File: config.mk
export PLATFORM = sky130hd
export DESIGN_NAME = cartridge_bank_mapper_irq
export DESIGN_NICKNAME = d
export VERILOG_FILES = /design/src/rtl/cbm_pkg.sv /design/src/rtl/cbm_decode.sv /design/src/rtl/cbm_irq.sv /design/src/rtl/cartridge_bank_mapper_irq.sv
export VERILOG_INCLUDE_DIRS = /design/src /design/src/rtl
export SDC_FILE = /design/constraint.sdc
export NUM_CORES = 1
export LEC_CHECK = 0
export BUFFER_PORTS_ARGS = -buffer_cell sky130_fd_sc_hd__buf_2
export CELL_PAD_IN_SITES_DETAIL_PLACEMENT = 1
export CELL_PAD_IN_SITES_GLOBAL_PLACEMENT = 2
export CORE_ASPECT_RATIO = 0.75
export CORE_MARGIN = 3
export CORE_UTILIZATION = 40
export CTS_CLUSTER_DIAMETER = 30
export DETAILED_ROUTE_END_ITERATION = 16
export HOLD_SLACK_MARGIN = 0.08
export PLACE_DENSITY_LB_ADDON = 0.1
export SLEW_MARGIN = 10
export SYNTH_ARGS = -nofsm -noshare
export SYNTH_HDL_FRONTEND = slang
export SYNTH_HIERARCHICAL = 1
export SYNTH_SLANG_ARGS = --single-unit
export TNS_END_PERCENT = 30
File: constraint.sdc
create_clock -name clock -period 5.8 [get_ports clock]
set_clock_uncertainty 0.05 [all_clocks]
set_input_delay 0 -clock clock [delete_from_list [all_inputs] [get_ports clock]]
set_output_delay 0 -clock clock [all_outputs]
set_load 0.05 [all_outputs]
File: src/rtl/cartridge_bank_mapper_irq_macros.svh
// assertion macros used by the mapper top level
`ifndef CARTRIDGE_BANK_MAPPER_IRQ_MACROS_SVH
`define CARTRIDGE_BANK_MAPPER_IRQ_MACROS_SVH

// same-cycle implication, checked out of reset
`define CBM_ASSERT_NOW(label, clk, rst, ante, cons, msg) \
   label: assert property (@(posedge clk) disable iff (rst) (ante) |-> (cons)) \
      else $error(msg);

// next-cycle implication, checked out of reset
`define CBM_ASSERT_NEXT(label, clk, rst, ante, cons, msg) \
   label: assert property (@(posedge clk) disable iff (rst) (ante) |=> (cons)) \
      else $error(msg);

`endif

File: src/rtl/cbm_pkg.sv
// types, constants and helper functions of the cartridge bank mapper
`timescale 1ns / 1ps
`default_nettype none

package cbm_pkg;

   localparam int CHR_WINDOWS = 8;

   typedef enum logic {
      CMD_WRITE = 1'b0,
      CMD_TICK  = 1'b1
   } cmd_type;

   // configuration register indexes
   localparam logic [1:0] CSR_BOARD_VARIANT = 2'd0;
   localparam logic [1:0] CSR_PRG_LAST_BANK = 2'd1;
   localparam logic [1:0] CSR_CHR_LAST_BANK = 2'd2;

   // board variants
   localparam logic [2:0] VAR_A2_A1 = 3'd0;
   localparam logic [2:0] VAR_A0_A1 = 3'd1;
   localparam logic [2:0] VAR_A7_A6 = 3'd2;
   localparam logic [2:0] VAR_A2_A3 = 3'd3;
   localparam logic [2:0] VAR_A3_A2 = 3'd4;

   // address pages (A15..A12)
   localparam logic [3:0] PAGE_PRG0   = 4'h8;
   localparam logic [3:0] PAGE_MISC   = 4'h9;
   localparam logic [3:0] PAGE_PRG1   = 4'hA;
   localparam logic [3:0] PAGE_CHR_LO = 4'hB;
   localparam logic [3:0] PAGE_CHR_HI = 4'hE;
   localparam logic [3:0] PAGE_IRQ    = 4'hF;

   // register select codes within a page
   localparam logic [1:0] SEL_0 = 2'd0;
   localparam logic [1:0] SEL_1 = 2'd1;
   localparam logic [1:0] SEL_2 = 2'd2;
   localparam logic [1:0] SEL_3 = 2'd3;

   localparam logic [4:0] PRG_LAST_RESET = 5'd31;
   localparam logic [7:0] CHR_LAST_RESET = 8'd255;
   localparam logic [4:0] PRG_SLOT0_RESET = 5'd0;
   localparam logic [4:0] PRG_SLOT1_RESET = 5'd1;
   localparam logic [4:0] PRG_SLOT2_RESET = PRG_LAST_RESET - 5'd1;

   localparam logic [8:0] PRESCALE_LIMIT = 9'd338;
   localparam logic [8:0] PRESCALE_STEP  = 9'd3;
   localparam logic [7:0] COUNTER_TOP    = 8'hFF;

   typedef enum logic [3:0] {
      OP_NONE,
      OP_PRG0,
      OP_PRG1,
      OP_MIRROR,
      OP_SWAP,
      OP_CHR,
      OP_RELOAD_LO,
      OP_RELOAD_HI,
      OP_IRQ_CTRL,
      OP_IRQ_ACK
   } op_type;

   typedef struct packed {
      op_type     op;
      logic [2:0] chr_slot;
      logic       chr_high;
   } dec_type;

   // control from the top to the irq unit, qualified by the transfer into the result stage
   typedef struct packed {
      logic tick;
      logic reload_lo;
      logic reload_hi;
      logic ctrl;
      logic ack;
   } irq_cmd_type;

   typedef struct packed {
      cmd_type     command;
      logic [15:0] address;
      logic [7:0]  value;
   } req_type;

   typedef struct packed {
      logic       irq_line;
      logic [1:0] mirroring;
      logic [4:0] prg_bank_0;
      logic [4:0] prg_bank_1;
      logic [4:0] prg_bank_2;
      logic [4:0] prg_bank_3;
      logic       chr_changed;
      logic [2:0] chr_slot;
      logic [7:0] chr_bank;
   } rsp_type;

   function automatic logic [4:0] clamp_prg(input logic [4:0] v, input logic [4:0] top);
      clamp_prg = (v > top) ? (v & top) : v;
   endfunction

   function automatic logic [7:0] clamp_chr(input logic [7:0] v, input logic [7:0] top);
      clamp_chr = (v > top) ? (v & top) : v;
   endfunction

endpackage

`default_nettype wire

File: src/rtl/cbm_decode.sv
// write address decoder: page and variant select lines to a register operation
`timescale 1ns / 1ps
`default_nettype none

module cbm_decode (
   input  wire logic [15:0]     address,
   input  wire logic [2:0]      board_variant,
   output cbm_pkg::dec_type     dec
);

   logic [3:0] page;
   logic [1:0] sel;
   logic [1:0] chr_pair;

   assign page = address[15:12];

   // select lines, high bit first
   always_comb begin
      unique case (board_variant)
         cbm_pkg::VAR_A0_A1: sel = {address[0], address[1]};
         cbm_pkg::VAR_A7_A6: sel = {address[7], address[6]};
         cbm_pkg::VAR_A2_A3: sel = {address[2], address[3]};
         cbm_pkg::VAR_A3_A2: sel = {address[3], address[2]};
         default:            sel = {address[2], address[1]};
      endcase
   end

   // two character windows per page, high select picks the window
   assign chr_pair = 2'(page - cbm_pkg::PAGE_CHR_LO);

   always_comb begin
      dec.op       = cbm_pkg::OP_NONE;
      dec.chr_slot = {chr_pair, sel[1]};
      dec.chr_high = sel[0];
      priority if (page == cbm_pkg::PAGE_PRG0) begin
         dec.op = cbm_pkg::OP_PRG0;
      end else if (page == cbm_pkg::PAGE_PRG1) begin
         dec.op = cbm_pkg::OP_PRG1;
      end else if (page == cbm_pkg::PAGE_MISC) begin
         dec.op = sel[1] ? cbm_pkg::OP_SWAP : cbm_pkg::OP_MIRROR;
      end else if (page >= cbm_pkg::PAGE_CHR_LO && page <= cbm_pkg::PAGE_CHR_HI) begin
         dec.op = cbm_pkg::OP_CHR;
      end else if (page == cbm_pkg::PAGE_IRQ) begin
         unique case (sel)
            cbm_pkg::SEL_0: dec.op = cbm_pkg::OP_RELOAD_LO;
            cbm_pkg::SEL_1: dec.op = cbm_pkg::OP_RELOAD_HI;
            cbm_pkg::SEL_2: dec.op = cbm_pkg::OP_IRQ_CTRL;
            default:        dec.op = cbm_pkg::OP_IRQ_ACK;
         endcase
      end else begin
         dec.op = cbm_pkg::OP_NONE;
      end
   end

endmodule

`default_nettype wire

File: src/rtl/cbm_irq.sv
// irq counter with scanline prescaler, reload latch and control flags
`timescale 1ns / 1ps
`default_nettype none

module cbm_irq (
   input  wire logic               clock,
   input  wire logic               reset,
   input  wire cbm_pkg::irq_cmd_type cmd,
   input  wire logic [7:0]         value,
   output logic                    pending_next
);

   logic [7:0] reload_ff, reload_in;
   logic [7:0] counter_ff, counter_in;
   logic [8:0] prescale_ff, prescale_in;
   logic       enable_ff, enable_in;
   logic       cycle_mode_ff, cycle_mode_in;
   logic       ack_ff, ack_in;
   logic       pending_ff, pending_in;
   logic       clock_counter;

   always_comb begin
      reload_in     = reload_ff;
      counter_in    = counter_ff;
      prescale_in   = prescale_ff;
      enable_in     = enable_ff;
      cycle_mode_in = cycle_mode_ff;
      ack_in        = ack_ff;
      pending_in    = pending_ff;
      clock_counter = 1'b0;

      if (cmd.tick && enable_ff) begin
         if (cycle_mode_ff) begin
            clock_counter = 1'b1;
         end else if (prescale_ff < cbm_pkg::PRESCALE_LIMIT) begin
            prescale_in = prescale_ff + cbm_pkg::PRESCALE_STEP;
         end else begin
            prescale_in   = prescale_ff - cbm_pkg::PRESCALE_LIMIT;
            clock_counter = 1'b1;
         end
      end

      if (clock_counter) begin
         if (counter_ff != cbm_pkg::COUNTER_TOP) begin
            counter_in = counter_ff + 8'd1;
         end else begin
            counter_in = reload_ff;
            pending_in = 1'b1;
         end
      end

      if (cmd.reload_lo) begin
         reload_in = {reload_ff[7:4], value[3:0]};
      end
      if (cmd.reload_hi) begin
         reload_in = {value[3:0], reload_ff[3:0]};
      end
      if (cmd.ctrl) begin
         ack_in        = value[0];
         enable_in     = value[1];
         cycle_mode_in = value[2];
         pending_in    = 1'b0;
         if (value[1]) begin
            prescale_in = '0;
            counter_in  = reload_ff;
         end
      end
      if (cmd.ack) begin
         enable_in  = ack_ff;
         pending_in = 1'b0;
      end
   end

   assign pending_next = pending_in;

   always_ff @(posedge clock) begin
      if (reset) begin
         reload_ff     <= '0;
         counter_ff    <= '0;
         prescale_ff   <= '0;
         enable_ff     <= 1'b0;
         cycle_mode_ff <= 1'b0;
         ack_ff        <= 1'b0;
         pending_ff    <= 1'b0;
      end else begin
         reload_ff     <= reload_in;
         counter_ff    <= counter_in;
         prescale_ff   <= prescale_in;
         enable_ff     <= enable_in;
         cycle_mode_ff <= cycle_mode_in;
         ack_ff        <= ack_in;
         pending_ff    <= pending_in;
      end
   end

endmodule

`default_nettype wire

File: src/rtl/cartridge_bank_mapper_irq.sv
// top level of the cartridge bank mapper with irq counter
//
//   channel   direction   handshake              payload
//   req_*     in          req_valid/req_ready    cbm_pkg::req_type (command, address, value)
//   rsp_*     out         rsp_valid/rsp_ready    cbm_pkg::rsp_type (banks, mirroring, irq)
//   csr_*     in          csr_write_en only      csr_index, csr_wdata
//
// one item per cycle sustained while rsp_ready is high; a req transfer fills the input
// register, the item then moves into the result register and the rsp transfer follows
// the input register feeds one pass of decode and state update into the result register
// reset is synchronous and returns all bank, mirroring and irq state to power-up values
// a stalled rsp holds the result, the input register still takes one more transfer
`timescale 1ns / 1ps
`default_nettype none
`include "cartridge_bank_mapper_irq_macros.svh"

module cartridge_bank_mapper_irq (
   input  wire logic              clock,
   input  wire logic              reset,
   // request channel
   input  wire logic              req_valid,
   output logic                   req_ready,
   input  wire cbm_pkg::req_type  req_data,
   // result channel
   output logic                   rsp_valid,
   input  wire logic              rsp_ready,
   output cbm_pkg::rsp_type       rsp_data,
   // configuration writes
   input  wire logic              csr_write_en,
   input  wire logic [1:0]        csr_index,
   input  wire logic [7:0]        csr_wdata
);

   // configuration registers
   logic [2:0] board_variant_ff;
   logic [4:0] prg_last_ff;
   logic [7:0] chr_last_ff;

   // input register
   logic              in_valid_ff;
   cbm_pkg::req_type  in_data_ff;

   // result register
   logic              rsp_valid_ff;
   cbm_pkg::rsp_type  rsp_data_ff, rsp_data_in;

   // mapper state
   logic [4:0] prg_slot_ff [3];
   logic [4:0] prg_slot_in [3];
   logic [7:0] chr_slot_ff [cbm_pkg::CHR_WINDOWS];
   logic       swap_ff, swap_in;
   logic [1:0] mirror_ff, mirror_in;

   logic                  advance;
   logic                  is_write;
   cbm_pkg::dec_type      dec;
   cbm_pkg::irq_cmd_type  irq_cmd;
   logic                  irq_pending_next;
   logic [4:0]            prg_bank;
   logic [4:0]            before_last;
   logic [7:0]            chr_cur;
   logic [7:0]            chr_new;
   logic                  chr_we;

   // item moves from the input register to the result register
   assign advance   = in_valid_ff && (!rsp_valid_ff || rsp_ready);
   assign req_ready = !in_valid_ff || advance;
   assign is_write  = (in_data_ff.command == cbm_pkg::CMD_WRITE);

   always_ff @(posedge clock) begin
      if (reset) begin
         board_variant_ff <= cbm_pkg::VAR_A2_A1;
         prg_last_ff      <= cbm_pkg::PRG_LAST_RESET;
         chr_last_ff      <= cbm_pkg::CHR_LAST_RESET;
      end else if (csr_write_en) begin
         unique case (csr_index)
            cbm_pkg::CSR_BOARD_VARIANT: board_variant_ff <= csr_wdata[2:0];
            cbm_pkg::CSR_PRG_LAST_BANK: prg_last_ff      <= csr_wdata[4:0];
            cbm_pkg::CSR_CHR_LAST_BANK: chr_last_ff      <= csr_wdata;
            default: ;
         endcase
      end
   end

   always_ff @(posedge clock) begin
      if (reset) begin
         in_valid_ff <= 1'b0;
      end else if (req_ready) begin
         in_valid_ff <= req_valid;
      end
   end

   always_ff @(posedge clock) begin
      if (req_ready && req_valid) begin
         in_data_ff <= req_data;
      end
   end

   cbm_decode u_decode (
      .address       (in_data_ff.address),
      .board_variant (board_variant_ff),
      .dec           (dec)
   );

   // irq unit sees only transfers that actually retire
   always_comb begin
      irq_cmd.tick      = advance && !is_write;
      irq_cmd.reload_lo = advance && is_write && (dec.op == cbm_pkg::OP_RELOAD_LO);
      irq_cmd.reload_hi = advance && is_write && (dec.op == cbm_pkg::OP_RELOAD_HI);
      irq_cmd.ctrl      = advance && is_write && (dec.op == cbm_pkg::OP_IRQ_CTRL);
      irq_cmd.ack       = advance && is_write && (dec.op == cbm_pkg::OP_IRQ_ACK);
   end

   cbm_irq u_irq (
      .clock        (clock),
      .reset        (reset),
      .cmd          (irq_cmd),
      .value        (in_data_ff.value),
      .pending_next (irq_pending_next)
   );

   // bank writes
   assign prg_bank    = cbm_pkg::clamp_prg(in_data_ff.value[4:0], prg_last_ff);
   assign before_last = prg_last_ff - 5'd1;
   assign chr_cur     = chr_slot_ff[dec.chr_slot];
   assign chr_new     = cbm_pkg::clamp_chr(
                           dec.chr_high ? {in_data_ff.value[3:0], chr_cur[3:0]}
                                        : {chr_cur[7:4], in_data_ff.value[3:0]},
                           chr_last_ff);
   assign chr_we      = advance && is_write && (dec.op == cbm_pkg::OP_CHR);

   always_comb begin
      prg_slot_in = prg_slot_ff;
      swap_in     = swap_ff;
      mirror_in   = mirror_ff;
      if (advance && is_write) begin
         unique case (dec.op)
            cbm_pkg::OP_PRG0: begin
               // swap mode moves the switchable window to the third slot
               if (swap_ff) begin
                  prg_slot_in[2] = prg_bank;
                  prg_slot_in[0] = before_last;
               end else begin
                  prg_slot_in[0] = prg_bank;
                  prg_slot_in[2] = before_last;
               end
            end
            cbm_pkg::OP_PRG1: begin
               prg_slot_in[1] = prg_bank;
            end
            cbm_pkg::OP_MIRROR: begin
               mirror_in = in_data_ff.value[1:0];
            end
            cbm_pkg::OP_SWAP: begin
               if (in_data_ff.value[1] != swap_ff) begin
                  prg_slot_in[0] = prg_slot_ff[2];
                  prg_slot_in[2] = prg_slot_ff[0];
                  swap_in        = in_data_ff.value[1];
               end
            end
            default: ;
         endcase
      end
   end

   always_ff @(posedge clock) begin
      if (reset) begin
         prg_slot_ff[0] <= cbm_pkg::PRG_SLOT0_RESET;
         prg_slot_ff[1] <= cbm_pkg::PRG_SLOT1_RESET;
         prg_slot_ff[2] <= cbm_pkg::PRG_SLOT2_RESET;
         swap_ff        <= 1'b0;
         mirror_ff      <= 2'd0;
      end else begin
         prg_slot_ff <= prg_slot_in;
         swap_ff     <= swap_in;
         mirror_ff   <= mirror_in;
      end
   end

   // character windows reset to the identity mapping
   always_ff @(posedge clock) begin
      if (reset) begin
         for (int i = 0; i < cbm_pkg::CHR_WINDOWS; i++) begin
            chr_slot_ff[i] <= 8'(i);
         end
      end else if (chr_we) begin
         chr_slot_ff[dec.chr_slot] <= chr_new;
      end
   end

   // result is the state after the item
   always_comb begin
      rsp_data_in.irq_line    = irq_pending_next;
      rsp_data_in.mirroring   = mirror_in;
      rsp_data_in.prg_bank_0  = prg_slot_in[0];
      rsp_data_in.prg_bank_1  = prg_slot_in[1];
      rsp_data_in.prg_bank_2  = prg_slot_in[2];
      rsp_data_in.prg_bank_3  = prg_last_ff;
      rsp_data_in.chr_changed = chr_we;
      rsp_data_in.chr_slot    = chr_we ? dec.chr_slot : 3'd0;
      rsp_data_in.chr_bank    = chr_we ? chr_new : 8'd0;
   end

   always_ff @(posedge clock) begin
      if (reset) begin
         rsp_valid_ff <= 1'b0;
      end else begin
         rsp_valid_ff <= advance || (rsp_valid_ff && !rsp_ready);
      end
   end

   always_ff @(posedge clock) begin
      if (advance) begin
         rsp_data_ff <= rsp_data_in;
      end
   end

   assign rsp_valid = rsp_valid_ff;
   assign rsp_data  = rsp_data_ff;

   // checks
   `CBM_ASSERT_NEXT(a_advance_fills_rsp, clock, reset, advance, rsp_valid_ff, "retired item left no result")
   `CBM_ASSERT_NEXT(a_held_item_kept, clock, reset, in_valid_ff && !advance, in_valid_ff && $stable(in_data_ff), "held item lost or changed")
   `CBM_ASSERT_NOW(a_chr_fields_zero, clock, reset, rsp_valid_ff && !rsp_data_ff.chr_changed, rsp_data_ff.chr_slot == 3'd0 && rsp_data_ff.chr_bank == 8'd0, "chr fields set without a chr write")
   `CBM_ASSERT_NOW(a_empty_input_ready, clock, reset, !in_valid_ff, req_ready, "input register empty but not ready")

endmodule

`default_nettype wire

==> results by group <==
STA
  – Slew headroom: 0.2570
  – Final period utilization: 0.8305
  – Final WS setup: between 900 and 1000 ps
  – Setup violators final: 0
  – F_max: roughly 0.21 GHz
  – Final Hold Viols: 0
  – Post-route setup TNS: 0 ps
  – Worst slew pin tran: between 1000 and 1500 ps
  – Hold_ws: approximately 220 ps
  – Unrepaired setup endpoints after global routing: false
  – Final slew viol count: 0
  – Min Tclk post-route: 4817 ps

Clock tree
  – H-Tree Depth: 4
  – Post-cts resize count: 0
  – Clk Latency, worst-skew pair: ~440 ps
  – CTS Buffer Depth: 2
  – Clock slew at reported path FFs: ~70 ps
  – CTS tree: yes
  – Total CTS buffers: 17
  – CTS sink cnt: 180
  – CTS Root Cell: clkbuf_16

Finish
  – Nets: ~1,100
  – Design area: around 11,000 um^2
  – Share of cells above drive strength 1: 0.1698
  – Ant diodes: 0
  – Area Growth Syn to Fin: 17.62%

Place
  – Pre-CTS setup slack: approximately 1000 ps
  – GPL Wtd Cong: between 0.8 and 0.9
  – DP Area: between 10,000 and 15,000 um^2
  – I/O Buffers: 67
  – Detail Placement HPWL: roughly 19,000 um

Routing
  – Final WL: ~28,000 um
  – 1st-pass router iterations: 5
  – Vias per inst: just under 6
  – Final antenna-violating net count: 0
  – DR vias: roughly 7,500
  – Drt wl/cell: between 20 and 25 um
  – DRC violations left: 0
  – Initial DRC Count: ~500

Critical path
  – CP endpoint kind: flip-flop
  – CP Launch Type: flip-flop
  – Max Fanout on Critical Path: 13
  – CP arrival: ~4900 ps
  – CP Data Required Time: between 5000 and 6000 ps
  – Critical path class: flip-flop to flip-flop

Pwr
  – Worst ir drop on vdd: approximately 0.2 mV
  – P per Cell Area: approximately 280 nW/um^2
  – Tot Pwr: between 3000 and 4000 uW
  – Static Leak: ~0.004 uW

Status
  – Status: complete, no violations

Logic synthesis
  – Synth warn: 6
  – Syn Nets: 958
  – Post-Syn Instances: approximately 880
  – Cell Area, Synth: a little over 9000 um^2
  – Syn Area/Cell: between 10 and 15 um^2

Floorplan
  – Rows: 47
  – Die H: about 140 um
  – Die ar.: 25,250 um^2
  – Core ar.: 22,520 um^2
  – # IOs: 77
  – Initial Util: 0.4148
  – Die W: around 180 um

Flow run
  – Max-Cap Viols: 0

Global route
  – Grt ovf: 0
  – GRT Util Overall: 0.2200
  – Antenna violations before repair: 0
  – Largest net degree at the start of global routing: 41
  – First-pass GRT wire length: 43,290 um
  – Vias in the first global route: 7,533

Hold path
  – Hold/Removal Path Class: input port to flip-flop
[layer usage]
layer	part of all wire	up-vias	GRT usage	routed length, um
li1	-	3470	-	-
met1	0.48	3786	0.3269	13420
met2	0.44	233	0.3278	12330
met3	0.055	27	0.04438	1535
met4	0.016	0	0.05769	450
met5	0	-	0	0
[where the power goes]
part,switching (uW),internal (uW)
logic,304,181
clock network,531,598
registers,26.2,1400
total,860,2180
[registers in the layout (all words and copies together), names as in the netlist, 2 cells and up]
name               flops
mirror_ff              2
board_variant_ff       3
chr_slot_ff           64
prg_slot_ff           15
rsp_data              35
in_data_ff            16
u_irq/prescale_ff      9
u_irq/reload_ff        8
u_irq/counter_ff       8
chr_last_ff            8
prg_last_ff            5
[repair_timing]
item                                    4_1_cts  5_1_grt
endpoints found under the setup margin        0        0
setup buffers                                 0        0
endpoints found under the hold margin        48        0
hold buffers                                 32        0
[path summary, 6_finish.rpt]
| kind | from | to | slack [ps] | cells after the start |
|---|---|---|---|---|
| worst max-delay path | board_variant_ff[1] | chr_slot_ff[1][0] | 980 | 17 |
| worst max register to register | board_variant_ff[1] | chr_slot_ff[1][0] | 980 | 17 |
| worst min-delay path | req_data[23] | in_data_ff[23] | 220 | 2 |
| worst min register to register | prg_last_ff[3] | rsp_data[15] | 430 | 0 |
[per-stage QoR]
stage          utilization  cells
6_report            0.4879   1289
5_1_grt             0.4879   1289
4_1_cts             0.4879   1289
3_5_place_dp        0.4487   1225
3_3_place_gp        0.4487   1225
2_1_floorplan            -    882
[cells in the final DEF (no fill, tap or decap), types with 19 or more instances in the layout]
cell and n:
a21oi_1 46, buf_2 67, buf_4 19, dfxtp_1 65
dlygate4sd3_1 32, edfxtp_1 115, ha_1 36, inv_1 30
mux2i_1 33, nand2_1 69, nand3_1 19, nor2_1 114
o211ai_1 19, o21ai_0 32
[final cells by class]
type / count / area (um^2)
Tap cell: 294 / 367.9
Timing Repair Buffer: 125 / 938.4
Fill cell: 2448 / 11530
Inverter: 32 / 120.1
Clock inverter: 11 / 90.09
Multi-Input combinational cell: 626 / 4245
Clock buffer: 21 / 473.0
Sequential cell: 180 / 4755
[worst max-delay path, cell delays in order, from the launching register on]
cell	delay, ps
dfxtp_1	520
xor2_1	220
o21ai_1	120
a211oi_4	430
inv_1	370
nor2_1	520
a22o_1	240
a222oi_1	70
a21oi_1	420
ha_1	330
nor2b_1	130
o211ai_1	160
a21oi_1	130
o22ai_4	130
buf_12	180
mux2i_4	250
buf_12	160
nand3_1	90
Power figures use the tool's default switching activity.
